## config.mk

```make
export PLATFORM = sky130hd
export DESIGN_NAME = can_transport_receiver_top_flat
export DESIGN_NICKNAME = d
export VERILOG_FILES = /design/src/sv/ctr_pkg.sv /design/src/sv/ctr_if.sv /design/src/sv/ctr_front.sv /design/src/sv/ctr_fifo.sv /design/src/sv/ctr_back.sv /design/src/sv/can_transport_receiver_top.sv /design/src/flat_wrapper.sv
export SDC_FILE = /design/constraint.sdc
export NUM_CORES = 1
export LEC_CHECK = 0
export BUFFER_PORTS_ARGS = -buffer_cell sky130_fd_sc_hd__buf_2
export CORE_MARGIN = 5
export CORE_UTILIZATION = 55
export DETAILED_ROUTE_END_ITERATION = 6
export GPL_ROUTABILITY_DRIVEN = 0
export HOLD_SLACK_MARGIN = 0.1
export PLACE_DENSITY_LB_ADDON = 0.3
export SLEW_MARGIN = 15
export SYNTH_ARGS = -nofsm -noshare
export SYNTH_HDL_FRONTEND = slang
export SYNTH_HIERARCHICAL = 1
export SYNTH_SLANG_ARGS = --single-unit
export TNS_END_PERCENT = 20
```

## constraint.sdc

```tcl
create_clock -name clk -period 13.5 [get_ports clk]
set_input_delay 0 -clock clk [delete_from_list [all_inputs] [get_ports clk]]
set_output_delay 0 -clock clk [all_outputs]
set_load 0.03 [all_outputs]
```

## src/sv/ctr_pkg.sv

```systemverilog
// Package of the CAN transport receiver: field widths, codes, the command and result
// records and the helpers that build clear-to-send and end-of-message frames.
// Depends on nothing; every other file of the block imports it.
package ctr_pkg;

	// Field widths of the channels.
	localparam int OP_W       = 2;
	localparam int ID_W       = 29;
	localparam int DATA_W     = 64;
	localparam int OFFS_W     = 11;
	localparam int PBYTES_W   = 56;
	localparam int CNT_W      = 3;
	localparam int PGN_W      = 24;
	localparam int LEN_W      = 11;
	localparam int CFG_IDX_W  = 2;
	localparam int CFG_DATA_W = 16;

	// Default depth of the command queue between the front and the back.
	localparam int QUEUE_DEPTH_DEF = 2;

	// Operation codes of an input transaction.
	localparam logic [OP_W-1:0] OP_TICK = 2'd0;
	localparam logic [OP_W-1:0] OP_CONN = 2'd1;
	localparam logic [OP_W-1:0] OP_DATA = 2'd2;

	// Control bytes of connection management frames.
	localparam logic [7:0] CB_RTS = 8'd16;
	localparam logic [7:0] CB_CTS = 8'd17;
	localparam logic [7:0] CB_EOM = 8'd19;
	localparam logic [7:0] FILL_BYTE = 8'hFF;

	// Bytes carried by one data packet.
	localparam int PKT_BYTES = 7;

	// Configuration register indexes.
	localparam logic [CFG_IDX_W-1:0] CFG_CTS_WINDOW   = 2'd0;
	localparam logic [CFG_IDX_W-1:0] CFG_CTS_TIMEOUT  = 2'd1;
	localparam logic [CFG_IDX_W-1:0] CFG_DATA_TIMEOUT = 2'd2;

	// Register reset values.
	localparam logic [7:0]  CTS_WINDOW_RST   = 8'd8;
	localparam logic [15:0] CTS_TIMEOUT_RST  = 16'd125;
	localparam logic [15:0] DATA_TIMEOUT_RST = 16'd75;

	// Commands handed from the front to the back.
	typedef enum logic [1:0] {
		CMD_TICK = 2'd0,
		CMD_RTS  = 2'd1,
		CMD_DATA = 2'd2
	} cmd_kind_t;

	typedef struct packed {
		cmd_kind_t          kind;
		logic [ID_W-1:0]    can_id;
		logic [LEN_W-1:0]   msg_len;
		logic [7:0]         packets;
		logic [PGN_W-1:0]   pgn;
		logic [7:0]         seq;
		logic [PBYTES_W-1:0] data;
	} cmd_t;

	// Kinds of result transaction.
	typedef enum logic [1:0] {
		RK_FRAME   = 2'd0,
		RK_PAYLOAD = 2'd1,
		RK_DONE    = 2'd2,
		RK_ABORT   = 2'd3
	} result_kind_t;

	typedef struct packed {
		result_kind_t         kind;
		logic [ID_W-1:0]      tx_can_id;
		logic [DATA_W-1:0]    tx_data;
		logic [OFFS_W-1:0]    payload_offset;
		logic [PBYTES_W-1:0]  payload_bytes;
		logic [CNT_W-1:0]     payload_count;
		logic [PGN_W-1:0]     pgn;
		logic [LEN_W-1:0]     message_length;
		logic                 last_result;
	} result_t;

	// Peer identifier with its source and destination bytes exchanged.
	function automatic logic [ID_W-1:0] swap_id(input logic [ID_W-1:0] id);
		swap_id = {id[ID_W-1:16], id[7:0], id[15:8]};
	endfunction

	// Clear-to-send frame bytes.
	function automatic logic [DATA_W-1:0] cts_frame(input logic [7:0] count,
			input logic [7:0] start, input logic [PGN_W-1:0] pgn);
		cts_frame = {pgn, FILL_BYTE, FILL_BYTE, start, count, CB_CTS};
	endfunction

	// End-of-message acknowledge frame bytes.
	function automatic logic [DATA_W-1:0] eom_frame(input logic [LEN_W-1:0] len,
			input logic [7:0] packets, input logic [PGN_W-1:0] pgn);
		eom_frame = {pgn, FILL_BYTE, packets, 5'd0, len[10:8], len[7:0], CB_EOM};
	endfunction

endpackage

```

## src/sv/ctr_if.sv

```systemverilog
// Channel interfaces of the CAN transport receiver: input frames, results and
// configuration writes. Depends on ctr_pkg for the field widths.

interface ctr_in_if import ctr_pkg::*; ();
	logic                valid;
	logic                ready;
	logic [OP_W-1:0]     operation;
	logic [ID_W-1:0]     can_id;
	logic [DATA_W-1:0]   frame_data;

	modport source(output valid, operation, can_id, frame_data, input ready);
	modport sink(input valid, operation, can_id, frame_data, output ready);
endinterface

interface ctr_out_if import ctr_pkg::*; ();
	logic                valid;
	logic                ready;
	logic [1:0]          result_kind;
	logic [ID_W-1:0]     tx_can_id;
	logic [DATA_W-1:0]   tx_data;
	logic [OFFS_W-1:0]   payload_offset;
	logic [PBYTES_W-1:0] payload_bytes;
	logic [CNT_W-1:0]    payload_count;
	logic [PGN_W-1:0]    pgn;
	logic [LEN_W-1:0]    message_length;
	logic                last_result;

	modport source(output valid, result_kind, tx_can_id, tx_data, payload_offset,
		payload_bytes, payload_count, pgn, message_length, last_result, input ready);
	modport sink(input valid, result_kind, tx_can_id, tx_data, payload_offset,
		payload_bytes, payload_count, pgn, message_length, last_result, output ready);
endinterface

interface ctr_cfg_if import ctr_pkg::*; ();
	logic                  valid;
	logic                  ready;
	logic [CFG_IDX_W-1:0]  index;
	logic [CFG_DATA_W-1:0] data;

	modport source(output valid, index, data, input ready);
	modport sink(input valid, index, data, output ready);
endinterface

```

## src/sv/ctr_front.sv

```systemverilog
// Front of the CAN transport receiver: accepts input transactions, checks
// request-to-send frames and drops frames that can never have an effect.
// Depends on ctr_pkg and ctr_in_if.
module ctr_front import ctr_pkg::*; (
	input  logic     clk,
	input  logic     arst_n,
	ctr_in_if.sink   rx,
	output logic     cmd_valid,
	input  logic     cmd_ready,
	output cmd_t     cmd
);

	logic        valid_s1;
	cmd_t        cmd_s1;
	cmd_t        cmd_d;
	logic        keep;
	logic [15:0] rts_len;
	logic [7:0]  rts_pk;
	logic [10:0] rts_pk7;
	logic        rts_ok;

	// A request-to-send is sound when its packet count is ceil(length / 7).
	assign rts_len = rx.frame_data[23:8];
	assign rts_pk  = rx.frame_data[31:24];
	assign rts_pk7 = {3'd0, rts_pk} * 11'(PKT_BYTES);
	assign rts_ok  = (rts_len != 16'd0) && ({5'd0, rts_pk7} >= rts_len)
		&& (({1'b0, rts_len} + 17'd6) >= {6'd0, rts_pk7});

	// Classify the frame into a command for the back.
	always_comb begin
		cmd_d.can_id  = rx.can_id;
		cmd_d.msg_len = rts_len[LEN_W-1:0];
		cmd_d.packets = rts_pk;
		cmd_d.pgn     = rx.frame_data[63:40];
		cmd_d.seq     = rx.frame_data[7:0];
		cmd_d.data    = rx.frame_data[63:8];
		cmd_d.kind    = CMD_TICK;
		keep          = 1'b0;
		case (rx.operation)
			OP_TICK: begin
				keep = 1'b1;
			end
			OP_CONN: begin
				cmd_d.kind = CMD_RTS;
				keep       = (rx.frame_data[7:0] == CB_RTS) && rts_ok;
			end
			OP_DATA: begin
				cmd_d.kind = CMD_DATA;
				keep       = 1'b1;
			end
			default: begin
				keep = 1'b0;
			end
		endcase
	end

	// Holding register between the input channel and the command queue.
	assign rx.ready  = !valid_s1 || cmd_ready;
	assign cmd_valid = valid_s1;
	assign cmd       = cmd_s1;

	always_ff @(posedge clk or negedge arst_n) begin
		if (!arst_n) begin
			valid_s1 <= 1'b0;
		end else if (rx.valid && rx.ready) begin
			valid_s1 <= keep;
		end else if (cmd_ready) begin
			valid_s1 <= 1'b0;
		end
	end

	always_ff @(posedge clk) begin
		if (rx.valid && rx.ready) begin
			cmd_s1 <= cmd_d;
		end
	end

endmodule

```

## src/sv/ctr_fifo.sv

```systemverilog
// Command queue between the front and the back of the CAN transport receiver,
// so that each side stalls on its own. Depends on ctr_pkg for the command record.
module ctr_fifo import ctr_pkg::*; #(
	parameter int DEPTH = QUEUE_DEPTH_DEF
) (
	input  logic clk,
	input  logic arst_n,
	input  logic push_valid,
	output logic push_ready,
	input  cmd_t push_data,
	output logic pop_valid,
	input  logic pop_ready,
	output cmd_t pop_data
);

	localparam int PTR_W  = (DEPTH > 1) ? $clog2(DEPTH) : 1;
	localparam int FILL_W = $clog2(DEPTH + 1);

	cmd_t              mem_q [DEPTH];
	logic [PTR_W-1:0]  wr_ptr_q;
	logic [PTR_W-1:0]  rd_ptr_q;
	logic [FILL_W-1:0] count_q;
	logic              push;
	logic              pop;

	assign push_ready = count_q != FILL_W'(DEPTH);
	assign pop_valid  = count_q != '0;
	assign pop_data   = mem_q[rd_ptr_q];
	assign push       = push_valid && push_ready;
	assign pop        = pop_valid && pop_ready;

	// Pointers and fill level.
	always_ff @(posedge clk or negedge arst_n) begin
		if (!arst_n) begin
			wr_ptr_q <= '0;
			rd_ptr_q <= '0;
			count_q  <= '0;
		end else begin
			if (push) begin
				wr_ptr_q <= (wr_ptr_q == PTR_W'(DEPTH - 1)) ? '0 : wr_ptr_q + 1'b1;
			end
			if (pop) begin
				rd_ptr_q <= (rd_ptr_q == PTR_W'(DEPTH - 1)) ? '0 : rd_ptr_q + 1'b1;
			end
			if (push && !pop) begin
				count_q <= count_q + 1'b1;
			end else if (pop && !push) begin
				count_q <= count_q - 1'b1;
			end
		end
	end

	// Entry storage.
	always_ff @(posedge clk) begin
		if (push) begin
			mem_q[wr_ptr_q] <= push_data;
		end
	end

endmodule

```

## src/sv/ctr_back.sv

```systemverilog
// Back of the CAN transport receiver: session state, configuration registers and
// the result buffer that hands out up to three results per command.
// Depends on ctr_pkg, ctr_out_if and ctr_cfg_if.
module ctr_back import ctr_pkg::*; (
	input  logic      clk,
	input  logic      arst_n,
	input  logic      cmd_valid,
	output logic      cmd_ready,
	input  cmd_t      cmd,
	ctr_cfg_if.sink   cfg,
	ctr_out_if.source result
);

	typedef enum logic [2:0] {
		PH_IDLE = 3'b001,
		PH_WAIT = 3'b010,
		PH_RECV = 3'b100
	} phase_t;

	// Configuration registers.
	logic [7:0]  cts_window_q;
	logic [15:0] cts_timeout_q;
	logic [15:0] data_timeout_q;

	// Session state.
	phase_t            phase_q, phase_d;
	logic [ID_W-1:0]   peer_id_q, peer_id_d;
	logic [LEN_W-1:0]  total_length_q, total_length_d;
	logic [7:0]        total_packets_q, total_packets_d;
	logic [PGN_W-1:0]  group_number_q, group_number_d;
	logic [7:0]        win_start_q, win_start_d;
	logic [7:0]        win_size_q, win_size_d;
	logic [7:0]        win_recv_q, win_recv_d;
	logic [15:0]       tick_count_q, tick_count_d;

	// Result buffer.
	result_t     res_q [3];
	result_t     res_d [3];
	logic [1:0]  res_n_q, res_n_d;
	logic [1:0]  res_idx_q;
	logic        busy_q;
	logic        last_slot;
	logic        pop;

	// Working values.
	logic [7:0]  win_eff;
	logic [7:0]  expect_seq;
	logic [8:0]  recv_inc;
	logic        last_pkt;
	logic [11:0] tail_len;
	logic [CNT_W-1:0] cnt;
	logic [PBYTES_W-1:0] pbytes;
	logic [OFFS_W-1:0] offset;
	logic [8:0]  win_end;
	logic [7:0]  rem_pk;
	logic [7:0]  next_start;
	logic [15:0] limit;

	assign cfg.ready = 1'b1;

	// Configuration writes; an index beyond the list is ignored.
	always_ff @(posedge clk or negedge arst_n) begin
		if (!arst_n) begin
			cts_window_q   <= CTS_WINDOW_RST;
			cts_timeout_q  <= CTS_TIMEOUT_RST;
			data_timeout_q <= DATA_TIMEOUT_RST;
		end else if (cfg.valid) begin
			case (cfg.index)
				CFG_CTS_WINDOW:   cts_window_q   <= cfg.data[7:0];
				CFG_CTS_TIMEOUT:  cts_timeout_q  <= cfg.data;
				CFG_DATA_TIMEOUT: data_timeout_q <= cfg.data;
				default: begin
				end
			endcase
		end
	end

	// A command is taken when the buffer is empty or its last result leaves now.
	assign last_slot = res_idx_q == (res_n_q - 2'd1);
	assign cmd_ready = !busy_q || (result.ready && last_slot);
	assign pop       = cmd_valid && cmd_ready;

	// Shared arithmetic for data packets, the window size and the tick limit.
	assign win_eff    = (cts_window_q == 8'd0) ? 8'd1 : cts_window_q;
	assign expect_seq = win_start_q + win_recv_q;
	assign recv_inc   = {1'b0, win_recv_q} + 9'd1;
	assign last_pkt   = expect_seq >= total_packets_q;
	assign tail_len   = {1'b0, total_length_q}
		- ({4'd0, total_packets_q - 8'd1} * 12'(PKT_BYTES));
	assign cnt        = (!last_pkt || (tail_len > 12'(PKT_BYTES))) ? CNT_W'(PKT_BYTES)
		: tail_len[CNT_W-1:0];
	assign offset     = ({3'd0, expect_seq} - 11'd1) * 11'(PKT_BYTES);
	assign win_end    = {1'b0, win_start_q} + {1'b0, win_size_q} - 9'd1;
	assign rem_pk     = total_packets_q - win_end[7:0];
	assign next_start = win_end[7:0] + 8'd1;
	assign limit      = (phase_q == PH_WAIT) ? cts_timeout_q : data_timeout_q;

	// Payload bytes beyond the packet's count read as zero.
	always_comb begin
		for (int i = 0; i < PKT_BYTES; i++) begin
			pbytes[i*8 +: 8] = (CNT_W'(i) < cnt) ? cmd.data[i*8 +: 8] : 8'd0;
		end
	end

	// Execute one command: next session state and its results.
	always_comb begin
		phase_d         = phase_q;
		peer_id_d       = peer_id_q;
		total_length_d  = total_length_q;
		total_packets_d = total_packets_q;
		group_number_d  = group_number_q;
		win_start_d     = win_start_q;
		win_size_d      = win_size_q;
		win_recv_d      = win_recv_q;
		tick_count_d    = tick_count_q;
		res_n_d         = 2'd0;
		for (int i = 0; i < 3; i++) begin
			res_d[i] = '0;
		end

		case (cmd.kind)
			CMD_TICK: begin
				if (phase_q == PH_WAIT || phase_q == PH_RECV) begin
					if (tick_count_q >= limit) begin
						res_d[0].kind = RK_ABORT;
						res_n_d       = 2'd1;
						phase_d       = PH_IDLE;
					end else begin
						tick_count_d = tick_count_q + 16'd1;
					end
				end
			end
			CMD_RTS: begin
				peer_id_d       = cmd.can_id;
				total_length_d  = cmd.msg_len;
				total_packets_d = cmd.packets;
				group_number_d  = cmd.pgn;
				win_start_d     = 8'd1;
				win_size_d      = (cmd.packets < win_eff) ? cmd.packets : win_eff;
				win_recv_d      = 8'd0;
				tick_count_d    = 16'd0;
				phase_d         = PH_WAIT;
				res_d[0].kind      = RK_FRAME;
				res_d[0].tx_can_id = swap_id(cmd.can_id);
				res_d[0].tx_data   = cts_frame(win_size_d, 8'd1, cmd.pgn);
				res_n_d            = 2'd1;
			end
			CMD_DATA: begin
				if (phase_q == PH_WAIT || phase_q == PH_RECV) begin
					if (cmd.seq != expect_seq) begin
						// Out-of-order data aborts only once packets are flowing.
						if (phase_q == PH_RECV) begin
							res_d[0].kind = RK_ABORT;
							res_n_d       = 2'd1;
							phase_d       = PH_IDLE;
						end
					end else begin
						win_recv_d   = recv_inc[7:0];
						tick_count_d = 16'd0;
						phase_d      = PH_RECV;
						res_d[0].kind           = RK_PAYLOAD;
						res_d[0].payload_offset = offset;
						res_d[0].payload_bytes  = pbytes;
						res_d[0].payload_count  = cnt;
						res_n_d                 = 2'd1;
						if (recv_inc >= {1'b0, win_size_q}) begin
							if (win_end >= {1'b0, total_packets_q}) begin
								// Final window complete: report done and acknowledge.
								res_d[1].kind      = RK_DONE;
								res_d[2].kind      = RK_FRAME;
								res_d[2].tx_can_id = swap_id(peer_id_q);
								res_d[2].tx_data   = eom_frame(total_length_q,
									total_packets_q, group_number_q);
								res_n_d            = 2'd3;
								phase_d            = PH_IDLE;
							end else begin
								// Window complete: grant the next one.
								win_start_d = next_start;
								win_size_d  = (rem_pk < win_eff) ? rem_pk : win_eff;
								win_recv_d  = 8'd0;
								phase_d     = PH_WAIT;
								res_d[1].kind      = RK_FRAME;
								res_d[1].tx_can_id = swap_id(peer_id_q);
								res_d[1].tx_data   = cts_frame(win_size_d, next_start,
									group_number_q);
								res_n_d            = 2'd2;
							end
						end
					end
				end
			end
			default: begin
			end
		endcase

		// Session fields and the last-result mark apply to every slot.
		for (int i = 0; i < 3; i++) begin
			res_d[i].pgn            = group_number_d;
			res_d[i].message_length = total_length_d;
			res_d[i].last_result    = 2'(i) == (res_n_d - 2'd1);
		end
	end

	// Session state registers.
	always_ff @(posedge clk or negedge arst_n) begin
		if (!arst_n) begin
			phase_q         <= PH_IDLE;
			peer_id_q       <= '0;
			total_length_q  <= '0;
			total_packets_q <= '0;
			group_number_q  <= '0;
			win_start_q     <= '0;
			win_size_q      <= '0;
			win_recv_q      <= '0;
			tick_count_q    <= '0;
		end else if (pop) begin
			phase_q         <= phase_d;
			peer_id_q       <= peer_id_d;
			total_length_q  <= total_length_d;
			total_packets_q <= total_packets_d;
			group_number_q  <= group_number_d;
			win_start_q     <= win_start_d;
			win_size_q      <= win_size_d;
			win_recv_q      <= win_recv_d;
			tick_count_q    <= tick_count_d;
		end
	end

	// Result buffer control.
	always_ff @(posedge clk or negedge arst_n) begin
		if (!arst_n) begin
			busy_q    <= 1'b0;
			res_n_q   <= '0;
			res_idx_q <= '0;
		end else if (pop) begin
			busy_q    <= res_n_d != 2'd0;
			res_n_q   <= res_n_d;
			res_idx_q <= 2'd0;
		end else if (busy_q && result.ready) begin
			if (last_slot) begin
				busy_q <= 1'b0;
			end else begin
				res_idx_q <= res_idx_q + 2'd1;
			end
		end
	end

	// Result buffer contents.
	always_ff @(posedge clk) begin
		if (pop) begin
			for (int i = 0; i < 3; i++) begin
				res_q[i] <= res_d[i];
			end
		end
	end

	// Output channel straight from the buffer registers.
	assign result.valid          = busy_q;
	assign result.result_kind    = res_q[res_idx_q].kind;
	assign result.tx_can_id      = res_q[res_idx_q].tx_can_id;
	assign result.tx_data        = res_q[res_idx_q].tx_data;
	assign result.payload_offset = res_q[res_idx_q].payload_offset;
	assign result.payload_bytes  = res_q[res_idx_q].payload_bytes;
	assign result.payload_count  = res_q[res_idx_q].payload_count;
	assign result.pgn            = res_q[res_idx_q].pgn;
	assign result.message_length = res_q[res_idx_q].message_length;
	assign result.last_result    = res_q[res_idx_q].last_result;

`ifndef ASSERT_OFF
	// The slot being shown always lies inside the filled part of the buffer.
	a_slot_in_range: assert property (@(posedge clk) disable iff (!arst_n)
		busy_q |-> (res_n_q != 2'd0) && (res_idx_q < res_n_q))
		else $error("result slot outside filled buffer");

	// Only the final slot of a command carries the last-result mark.
	a_last_mark: assert property (@(posedge clk) disable iff (!arst_n)
		busy_q |-> (res_q[res_idx_q].last_result == last_slot))
		else $error("last-result mark on wrong slot");

	// Within a session the window is never already filled.
	a_window_open: assert property (@(posedge clk) disable iff (!arst_n)
		(phase_q != PH_IDLE) |-> (win_recv_q < win_size_q))
		else $error("window count reached window size in a session");

	// The session phase moves only when a command is executed.
	a_phase_on_pop: assert property (@(posedge clk) disable iff (!arst_n)
		!pop |=> $stable(phase_q))
		else $error("phase changed without a command");

	// Ticks and data in the idle phase produce no result.
	a_idle_silent: assert property (@(posedge clk) disable iff (!arst_n)
		pop && (phase_q == PH_IDLE) && (cmd.kind != CMD_RTS) |=> !busy_q)
		else $error("result produced while idle");
`endif

endmodule

```

## src/sv/can_transport_receiver_top.sv

```systemverilog
// Top level of the CAN transport receiver: front, command queue and back.
// Depends on ctr_pkg, the interfaces in ctr_if and the modules ctr_front,
// ctr_fifo and ctr_back.
//
// Usage: rx_item carries ticks, connection management frames and data frames;
// result carries frames to send (clear-to-send, end-of-message acknowledge),
// payload writes, message-done and abort notices, one per transaction, with
// last_result set on the final result of each input. cfg writes the window
// size and the two timeouts and is always ready; write it while the block is idle.
// Path: an input passes the front holding register and command queue to the back,
// whose result buffer offers its results. Throughput: one input per cycle while each
// input causes at most one result and result.ready is high; the back hands out one
// result per cycle from its buffer while result.ready is high.
// A stalled result channel fills the command queue and then the front holding
// register, after which rx_item.ready falls; nothing is dropped.
// Reset (arst_n low) empties the queue and buffer, returns to idle and loads
// the register defaults; no clearing pass is needed.
module can_transport_receiver_top import ctr_pkg::*; #(
	parameter int QUEUE_DEPTH = QUEUE_DEPTH_DEF
) (
	input  logic      clk,
	input  logic      arst_n,
	ctr_in_if.sink    rx_item,
	ctr_out_if.source result,
	ctr_cfg_if.sink   cfg
);

	logic front_valid;
	logic front_ready;
	cmd_t front_cmd;
	logic back_valid;
	logic back_ready;
	cmd_t back_cmd;

	// Frame acceptance and classification.
	ctr_front u_front (
		.clk       (clk),
		.arst_n    (arst_n),
		.rx        (rx_item),
		.cmd_valid (front_valid),
		.cmd_ready (front_ready),
		.cmd       (front_cmd)
	);

	// Queue decoupling the front from the back.
	ctr_fifo #(
		.DEPTH (QUEUE_DEPTH)
	) u_fifo (
		.clk        (clk),
		.arst_n     (arst_n),
		.push_valid (front_valid),
		.push_ready (front_ready),
		.push_data  (front_cmd),
		.pop_valid  (back_valid),
		.pop_ready  (back_ready),
		.pop_data   (back_cmd)
	);

	// Session execution and result output.
	ctr_back u_back (
		.clk       (clk),
		.arst_n    (arst_n),
		.cmd_valid (back_valid),
		.cmd_ready (back_ready),
		.cmd       (back_cmd),
		.cfg       (cfg),
		.result    (result)
	);

endmodule

```

## src/flat_wrapper.sv

```systemverilog
// flat-port wrapper written by rule: the top's interface ports become plain ports
module can_transport_receiver_top_flat import ctr_pkg::*;
#(
	parameter int QUEUE_DEPTH = QUEUE_DEPTH_DEF
)
  (clk, arst_n, rx_item_valid, rx_item_operation, rx_item_can_id, rx_item_frame_data, rx_item_ready, result_valid, result_result_kind, result_tx_can_id, result_tx_data, result_payload_offset, result_payload_bytes, result_payload_count, result_pgn, result_message_length, result_last_result, result_ready, cfg_valid, cfg_index, cfg_data, cfg_ready);
  ctr_in_if rx_item_i ();
  ctr_out_if result_i ();
  ctr_cfg_if cfg_i ();
  input  logic clk;
  input  logic arst_n;
  input wire logic [$bits(rx_item_i.valid)-1:0] rx_item_valid;
  input wire logic [$bits(rx_item_i.operation)-1:0] rx_item_operation;
  input wire logic [$bits(rx_item_i.can_id)-1:0] rx_item_can_id;
  input wire logic [$bits(rx_item_i.frame_data)-1:0] rx_item_frame_data;
  output wire logic [$bits(rx_item_i.ready)-1:0] rx_item_ready;
  output wire logic [$bits(result_i.valid)-1:0] result_valid;
  output wire logic [$bits(result_i.result_kind)-1:0] result_result_kind;
  output wire logic [$bits(result_i.tx_can_id)-1:0] result_tx_can_id;
  output wire logic [$bits(result_i.tx_data)-1:0] result_tx_data;
  output wire logic [$bits(result_i.payload_offset)-1:0] result_payload_offset;
  output wire logic [$bits(result_i.payload_bytes)-1:0] result_payload_bytes;
  output wire logic [$bits(result_i.payload_count)-1:0] result_payload_count;
  output wire logic [$bits(result_i.pgn)-1:0] result_pgn;
  output wire logic [$bits(result_i.message_length)-1:0] result_message_length;
  output wire logic [$bits(result_i.last_result)-1:0] result_last_result;
  input wire logic [$bits(result_i.ready)-1:0] result_ready;
  input wire logic [$bits(cfg_i.valid)-1:0] cfg_valid;
  input wire logic [$bits(cfg_i.index)-1:0] cfg_index;
  input wire logic [$bits(cfg_i.data)-1:0] cfg_data;
  output wire logic [$bits(cfg_i.ready)-1:0] cfg_ready;
  assign rx_item_i.valid = rx_item_valid;
  assign rx_item_i.operation = rx_item_operation;
  assign rx_item_i.can_id = rx_item_can_id;
  assign rx_item_i.frame_data = rx_item_frame_data;
  assign rx_item_ready = rx_item_i.ready;
  assign result_valid = result_i.valid;
  assign result_result_kind = result_i.result_kind;
  assign result_tx_can_id = result_i.tx_can_id;
  assign result_tx_data = result_i.tx_data;
  assign result_payload_offset = result_i.payload_offset;
  assign result_payload_bytes = result_i.payload_bytes;
  assign result_payload_count = result_i.payload_count;
  assign result_pgn = result_i.pgn;
  assign result_message_length = result_i.message_length;
  assign result_last_result = result_i.last_result;
  assign result_i.ready = result_ready;
  assign cfg_i.valid = cfg_valid;
  assign cfg_i.index = cfg_index;
  assign cfg_i.data = cfg_data;
  assign cfg_ready = cfg_i.ready;
  can_transport_receiver_top #(.QUEUE_DEPTH(QUEUE_DEPTH)) u_core (.clk(clk), .arst_n(arst_n), .rx_item(rx_item_i), .result(result_i), .cfg(cfg_i));
endmodule
```

==> key figures, run 1 <==
Run status
  – Outcome: completed

Routing
  – Met3 Wirelength: 6890 um
  – Drt first pass iters: 6
  – Detail Route Antenna Nets: 0
  – Final wirelength: 95900 um
  – Top layer in use: met4
  – Met2 wire len: 47000 um
  – Drt initial violations: 1972
  – Drt wl/cell: 21.6 um
  – Metal-1 WL: 38600 um
  – Residual DRC: 0
  – Drt via density: 5.58
  – Routed via count: 24800

STA
  – Clock Skews: 32.5 ps
  – Fin crit share: 42.0%
  – Slew Limit Fails: 0
  – RSZ-0062 raised after global routing: no
  – Final worst slack: 7830 ps
  – Slew HR: 24.0%
  – Setup TNS: 0 ps
  – Worst Max-Slew Pin Slew: 1140 ps
  – Tmin final: 5670 ps
  – Final Setup Violations: 0
  – Final Hold Vio Count: 0
  – Achievable frequency: 176 MHz

Run
  – Max_cap viols: 0

Cells and area
  – Proportion of layout cells with a drive suffix above 1: 21.7%
  – Post-layout net count: 3699
  – Final Non-Filler Cells: 4437
  – Util after Layout: 64.1%
  – P&R area growth vs syn: 16.1%

Worst hold path
  – Worst hold path startpoint: rx_item_can_id[28]
  – Worst Hold Class: in -> reg

Logic synthesis
  – Synth Warn #: 6
  – Largest family of logic cells by synthesized area: simple AND/OR/NAND/NOR gates
  – Sequential area share after synthesis: 61.7%
  – Post-synthesis cell count: 2992
  – Top FF cell, synth: edfxtp_1
  – Xor and xnor area share after synthesis: 2.09%
  – Asr flop ratio synth: 19.4%
  – Distinct cell type count after synthesis: 85
  – EDFF count, synth: 687
  – Post-Synth Simple-Gate Area: 10.6%
  – Synthesized area per cell: 13.4 um2
  – Mapped Area: 0.0402 mm2
  – Post-synthesis mux area share: 9.03%
  – Flops & latches, synth: 852
  – Post-synthesis adder-cell area fraction: 5.99%
  – Synth Area in Compound Gates: 5.94%

Placement
  – Count of input and output buffers: 315
  – Pre-CTS setup slack: 7880 ps
  – Dpl hpwl: 63200 um
  – Dpl cells: 4091

Worst setup path
  – Crit-path max FO: 8
  – WS Path Type: reg -> reg
  – Crit. End Element: register
  – Worst setup startpoint: u_core/u_back/total_packets_q[1]$_DFFE_PN0P_
  – Reg-to-reg startpoint: u_core/u_back/total_packets_q[1]$_DFFE_PN0P_
  – Worst setup SP type: register
  – WP data arrival: 6050 ps
  – Critical Path RT: 13880 ps

CTS
  – Worst-Skew Late Latency: 650 ps
  – CTS resizes: 0
  – Clk slew on worst S/H paths: 60 ps
  – TritonCTS clock tree: built
  – Number of CTS-inserted buffers: 87
  – Longest Clk Path Bufs: 3
  – CTS root buf: clkbuf_16
  – Sink Count: 852
  – H-tree depth: 3

Floorplan
  – Die Wd: 280 um
  – Io pins: 322
  – CORE AREA: 0.0727 mm2
  – Num rows: 99
  – Starting Density: 55.2%
  – Die area: 0.0785 mm2
  – Chip height: 280 um

GRT
  – Initial antenna violation count: 3
  – Total track usage: 24.0%
  – Grt total ovfl: 0
  – Pin count of the biggest net entering global routing: 140
  – First-pass GRT wire length: 147000 um
  – Vias in the first global route: 25700
## worst paths after layout
kind | endpoint | slack [ps] | cells past startpoint
max in group asynchronous | u_core/u_fifo/count_q[0]$_DFFE_PN0P_ | 12080 | 4
setup / recovery | u_core/u_back/res_q[0][61]$_SDFFCE_PP0P_ | 7830 | 17
setup reg to reg | u_core/u_back/res_q[0][61]$_SDFFCE_PP0P_ | 7830 | 17
hold / removal | u_core/u_front/cmd[135]$_DFFE_PP_ | 140 | 2
hold reg to reg | u_core/u_fifo/mem_q[1][135]$_DFFE_PP_ | 440 | 0
min in group asynchronous | u_core/u_back/cts_window_q[3]$_DFFE_PN1P_ | 500 | 3
## layer usage
layer | up-vias | global-route usage [%]
met2 | 914 | 40.6
li1 | 11500 | -
met4 | 0 | 8.58
met5 | - | 0
met1 | 12200 | 31.5
met3 | 173 | 4.39
## registers in the layout (all words and copies together) (netlist names), 11 cells and up
register                      flops
u_core/u_back/peer_id_q          29
u_core/u_back/data_timeout_q     16
u_core/u_back/tick_count_q       16
u_core/u_front/cmd               95
u_core/u_back/total_length_q     11
u_core/u_back/cts_timeout_q      16
u_core/u_back/res_q             316
u_core/u_fifo/mem_q             276
u_core/u_back/group_number_q     24
## synthesized netlist by cell type (4+ instances only)
cell	n	area (um2)
edfxtp_1	687	20600
and2_1	264	1650
mux2_2	225	2530
nand2_1	224	841
ha_1	154	1930
dfrtp_1	153	3830
inv_1	150	563
o21ai_0	131	656
mux2i_1	109	1090
buf_4	98	736
nor2_1	91	342
and3_1	74	463
clkbuf_1	71	267
xnor2_1	66	578
a21oi_1	62	310
a21o_1	60	450
nand2b_1	29	181
nand3_1	29	145
xor2_1	26	228
fa_1	24	480
o31ai_1	20	150
buf_6	19	214
nor3_1	15	75.1
nor2b_1	13	81.3
dfstp_2	12	315
a211oi_1	11	82.6
o21ai_1	11	55.1
buf_1	10	37.5
nor4_1	10	62.6
a31oi_1	9	56.3
nand4_1	8	50.1
a22o_1	7	61.3
buf_2	7	35.0
nor3b_1	7	52.6
o211ai_1	6	45.0
o21a_1	6	45.0
o21bai_1	6	45.0
or2_2	6	37.5
o2bb2ai_1	5	43.8
nand3b_1	4	30.0
or3_1	4	25.0
## through the flow
stage	hold WS, ps	instance area, um2
2_1_floorplan	-296	40200
3_3_place_gp	6.77	41900
3_5_place_dp	13.5	41900
4_1_cts	102	46600
5_1_grt	115	46600
6_report	137	46600
## cell type report
class | instances | area (um2)
fillers | 5234 | 26100
flip-flops and latches | 852 | 24800
multi-input cells | 1784 | 13600
repair buffers | 523 | 3620
clock buffers | 113 | 2350
well taps | 959 | 1200
inverters | 155 | 589
clock inverters | 50 | 487
diodes | 1 | 2.50
## critical path, cell delays in order, from the launching register on
cell and delay, ps:
dfrtp_1 420, inv_1 200, ha_1 270, nand3_1 130
xnor2_1 330, inv_1 130, xnor2_1 300, xnor2_1 130
fa_1 520, inv_1 50, ha_1 350, o21ai_0 230
o21ai_0 240, o211ai_1 140, mux2i_1 170, nor4b_2 900
nand4_1 530, and3_1 360
## placed cells by master (no fill, tap or decap), types with 7 or more instances in the layout
cell           Yosys  final
xor2_1            26     26
nand2b_1          29     29
dlygate4sd3_1      0    181
a21o_1            60     60
and2_1           264    263
mux2_2           225    225
nand3_1           29     29
nand2_1          224    223
dfrtp_1          153    150
buf_2              7    314
xnor2_1           66     66
a31oi_1            9      8
nor4_1            10     10
nor2_1            91     89
inv_1            150    149
a21oi_1           62     62
o31ai_1           20     20
nor2b_1           13     13
mux2i_1          109    109
dfstp_2           12     12
a22o_1             7      7
nand4_1            8      8
and3_1            74     72
nor3_1            15     15
o21ai_0          131    131
ha_1             154    153
buf_4             98     26
clkbuf_1          71     18
clkbuf_8           0      8
fa_1              24     24
edfxtp_1         687    687
a211oi_1          11     11
clkinv_1           2     16
o21ai_1           11     11
clkinv_2           0     14
clkbuf_16          0     87
## cells by family (layout without fill, tap and decap cells)
kind of cell    Yosys count  in the layout
flops                   852            852
mux                     334            334
buf+inv                 360            841
compound gates          373            373
xor+xnor                 94             94
other cells               2              7
fa+ha+maj               178            178
simple gates            799            799
## timing repair
item,CTS,global route
setup buffers,0,0
hold endpoints to repair,275,0
hold buffers,182,0
Power of run 1 is left out: the tool's default activity adds up to more than one toggle a clock period on the data nets, which glitch-free logic cannot reach.
==> run 2, diff against run 1 <==
==> constraint.sdc (replaced) <==
create_clock -name clk -period 5.15 [get_ports clk]
set_input_delay 0 -clock clk [delete_from_list [all_inputs] [get_ports clk]]
set_output_delay 0 -clock clk [all_outputs]
set_load 0.03 [all_outputs]
==> run 2 against run 1 <==
  * Fmax up 17%
  * Non-clock buffer count up 25
  * Die area unchanged
  * Final cell count up 0.63%
  * Critical path depth unchanged
  * Clock-buffer cell count down 4
  * Utilization up 0.78 points
  * Clock skew down 8.7 ps
  * Sequential cell count unchanged
  * Highest routed layer unchanged
==> key figures, run 2 (synthesis results as in run 1) <==
Cells and area
  – Biggest register: u_core/u_back/res_q
  – Commonest non-fill, non-tap cell in the layout: edfxtp_1
  – FF+latch area: 0.0248 mm2
  – Area of the multi-input gates: 0.0136 mm2
  – Number of flip-flops in the largest register: 316
  – Most frequent cells in the layout: edfxtp_1, buf_2, and2_1
  – Post-layout net count: 3726
  – Ant diodes: 0
  – Final Non-Filler Cells: 4465
  – Proportion of layout cells with a drive suffix above 1: 22.6%
  – P&R area growth vs syn: 17.5%
  – FILL cells: 5232

CTS
  – Worst-Skew Late Latency: 650 ps
  – Sink Count: 852
  – Number of CTS-inserted buffers: 89
  – TritonCTS clock tree: built
  – Clk slew on worst S/H paths: 60 ps
  – H-tree depth: 3
  – Longest Clk Path Bufs: 3
  – CTS root buf: clkbuf_16

STA
  – Tmin final: 4870 ps
  – Achievable frequency: 205 MHz
  – Final Hold Vio Count: 0
  – Worst Max-Slew Pin Slew: 1180 ps
  – Fin crit share: 94.5%
  – Clock Skews: 23.9 ps
  – Slew HR: 20.9%
  – Slew Limit Fails: 0
  – Final Setup Violations: 0

Placement
  – Dpl hpwl: 64500 um
  – Dpl cells: 4101
  – Count of input and output buffers: 315

GRT
  – Total track usage: 24.2%
  – Vias in the first global route: 25800
  – Pin count of the biggest net entering global routing: 113
  – Grt total ovfl: 0
  – Initial antenna violation count: 2
  – First-pass GRT wire length: 148000 um

Run status
  – Outcome: completed

Worst hold path
  – Worst Hold Class: in -> reg

Routing
  – Detail Route Antenna Nets: 0
  – Final wirelength: 96600 um
  – Routed via count: 25100
  – Drt initial violations: 1933
  – Residual DRC: 0
  – Drt wl/cell: 21.6 um
  – Drt via density: 5.62
  – Drt first pass iters: 5

Worst setup path
  – Worst setup SP type: register
  – Critical Path RT: 5540 ps
  – Crit-path max FO: 9
  – WS Path Type: reg -> reg
  – WP data arrival: 5260 ps
  – Crit. End Element: register

Floorplan
  – Num rows: 99
  – Io pins: 322
  – CORE AREA: 0.0727 mm2
  – Chip height: 280 um
  – Die area: 0.0785 mm2
  – Starting Density: 55.2%
  – Die Wd: 280 um

Run
  – Max_cap viols: 0
## run 2: critical path, cell delays in order, from the launching register on
cell,delay [ps]
dfrtp_1,480
inv_1,160
ha_1,230
nand3_1,160
nor3_1,300
xnor2_2,190
inv_1,160
xnor2_1,180
fa_1,520
inv_1,40
ha_1,360
a2111o_1,450
a21oi_1,240
o31ai_1,150
xor2_2,220
nor4_1,310
nand3_2,220
and3_1,250
## run 2: worst paths after layout
| path | start | to | slack (ps) | cells past startpoint |
|---|---|---|---|---|
| worst max-delay path | u_core/u_back/total_packets_q[0]$_DFFE_PN0P_ | u_core/u_back/res_q[0][39]$_SDFFCE_PP0P_ | 280 | 17 |
| worst min-delay path | rx_item_frame_data[5] | u_core/u_front/cmd[61]$_DFFE_PP_ | 130 | 2 |
| worst max register to register | u_core/u_back/total_packets_q[0]$_DFFE_PN0P_ | u_core/u_back/res_q[0][39]$_SDFFCE_PP0P_ | 280 | 17 |
| worst min register to register | u_core/u_front/cmd[132]$_DFFE_PP_ | u_core/u_fifo/mem_q[1][132]$_DFFE_PP_ | 440 | 0 |
| max in group asynchronous | arst_n | u_core/u_back/peer_id_q[1]$_DFFE_PN0P_ | 3810 | 4 |
| min in group asynchronous | arst_n | u_core/u_back/data_timeout_q[6]$_DFFE_PN1P_ | 560 | 3 |
## run 2: through the flow
stage | cell area, um2 | worst slack, ps | util [%] | hold slack (ps) | setup TNS, ps
after floorplan | 40200 | 498 | - | -296 | 0
after global placement | 42100 | 208 | 57.9 | 132 | 0
after detailed placement | 42100 | -9.39 | 57.9 | 138 | -27.8
after CTS | 47100 | 0.507 | 64.8 | 104 | 0
after global routing | 47200 | -27.8 | 64.9 | 112 | -63.4
final | 47200 | 283 | 64.9 | 130 | 0
## run 2: routing by layer
metal	vias to the layer above	track usage, %	share of wire (%)
met2	877	40.9	49
met3	193	3.40	5.9
met5	-	0	0
met1	12500	32.1	41
li1	11500	-	-
met4	0	9.30	3.7
## run 2: repair_timing
action	in CTS	in global routing
pin swaps	1	4
hold endpoints to repair	232	0
hold buffers	193	0
endpoints found under the setup margin	4	60
buffers inserted	1	3
resized for setup	0	15
## run 2: layout make-up
type                    count  share of cell area (%)
clock inverters            58                    1.39
flip-flops and latches    852                    52.5
multi-input cells        1784                    28.9
clock buffers             109                    5.10
well taps                 959                    2.54
inverters                 155                    1.25
repair buffers            548                    8.26
Power of run 2 is left out for the same reason.
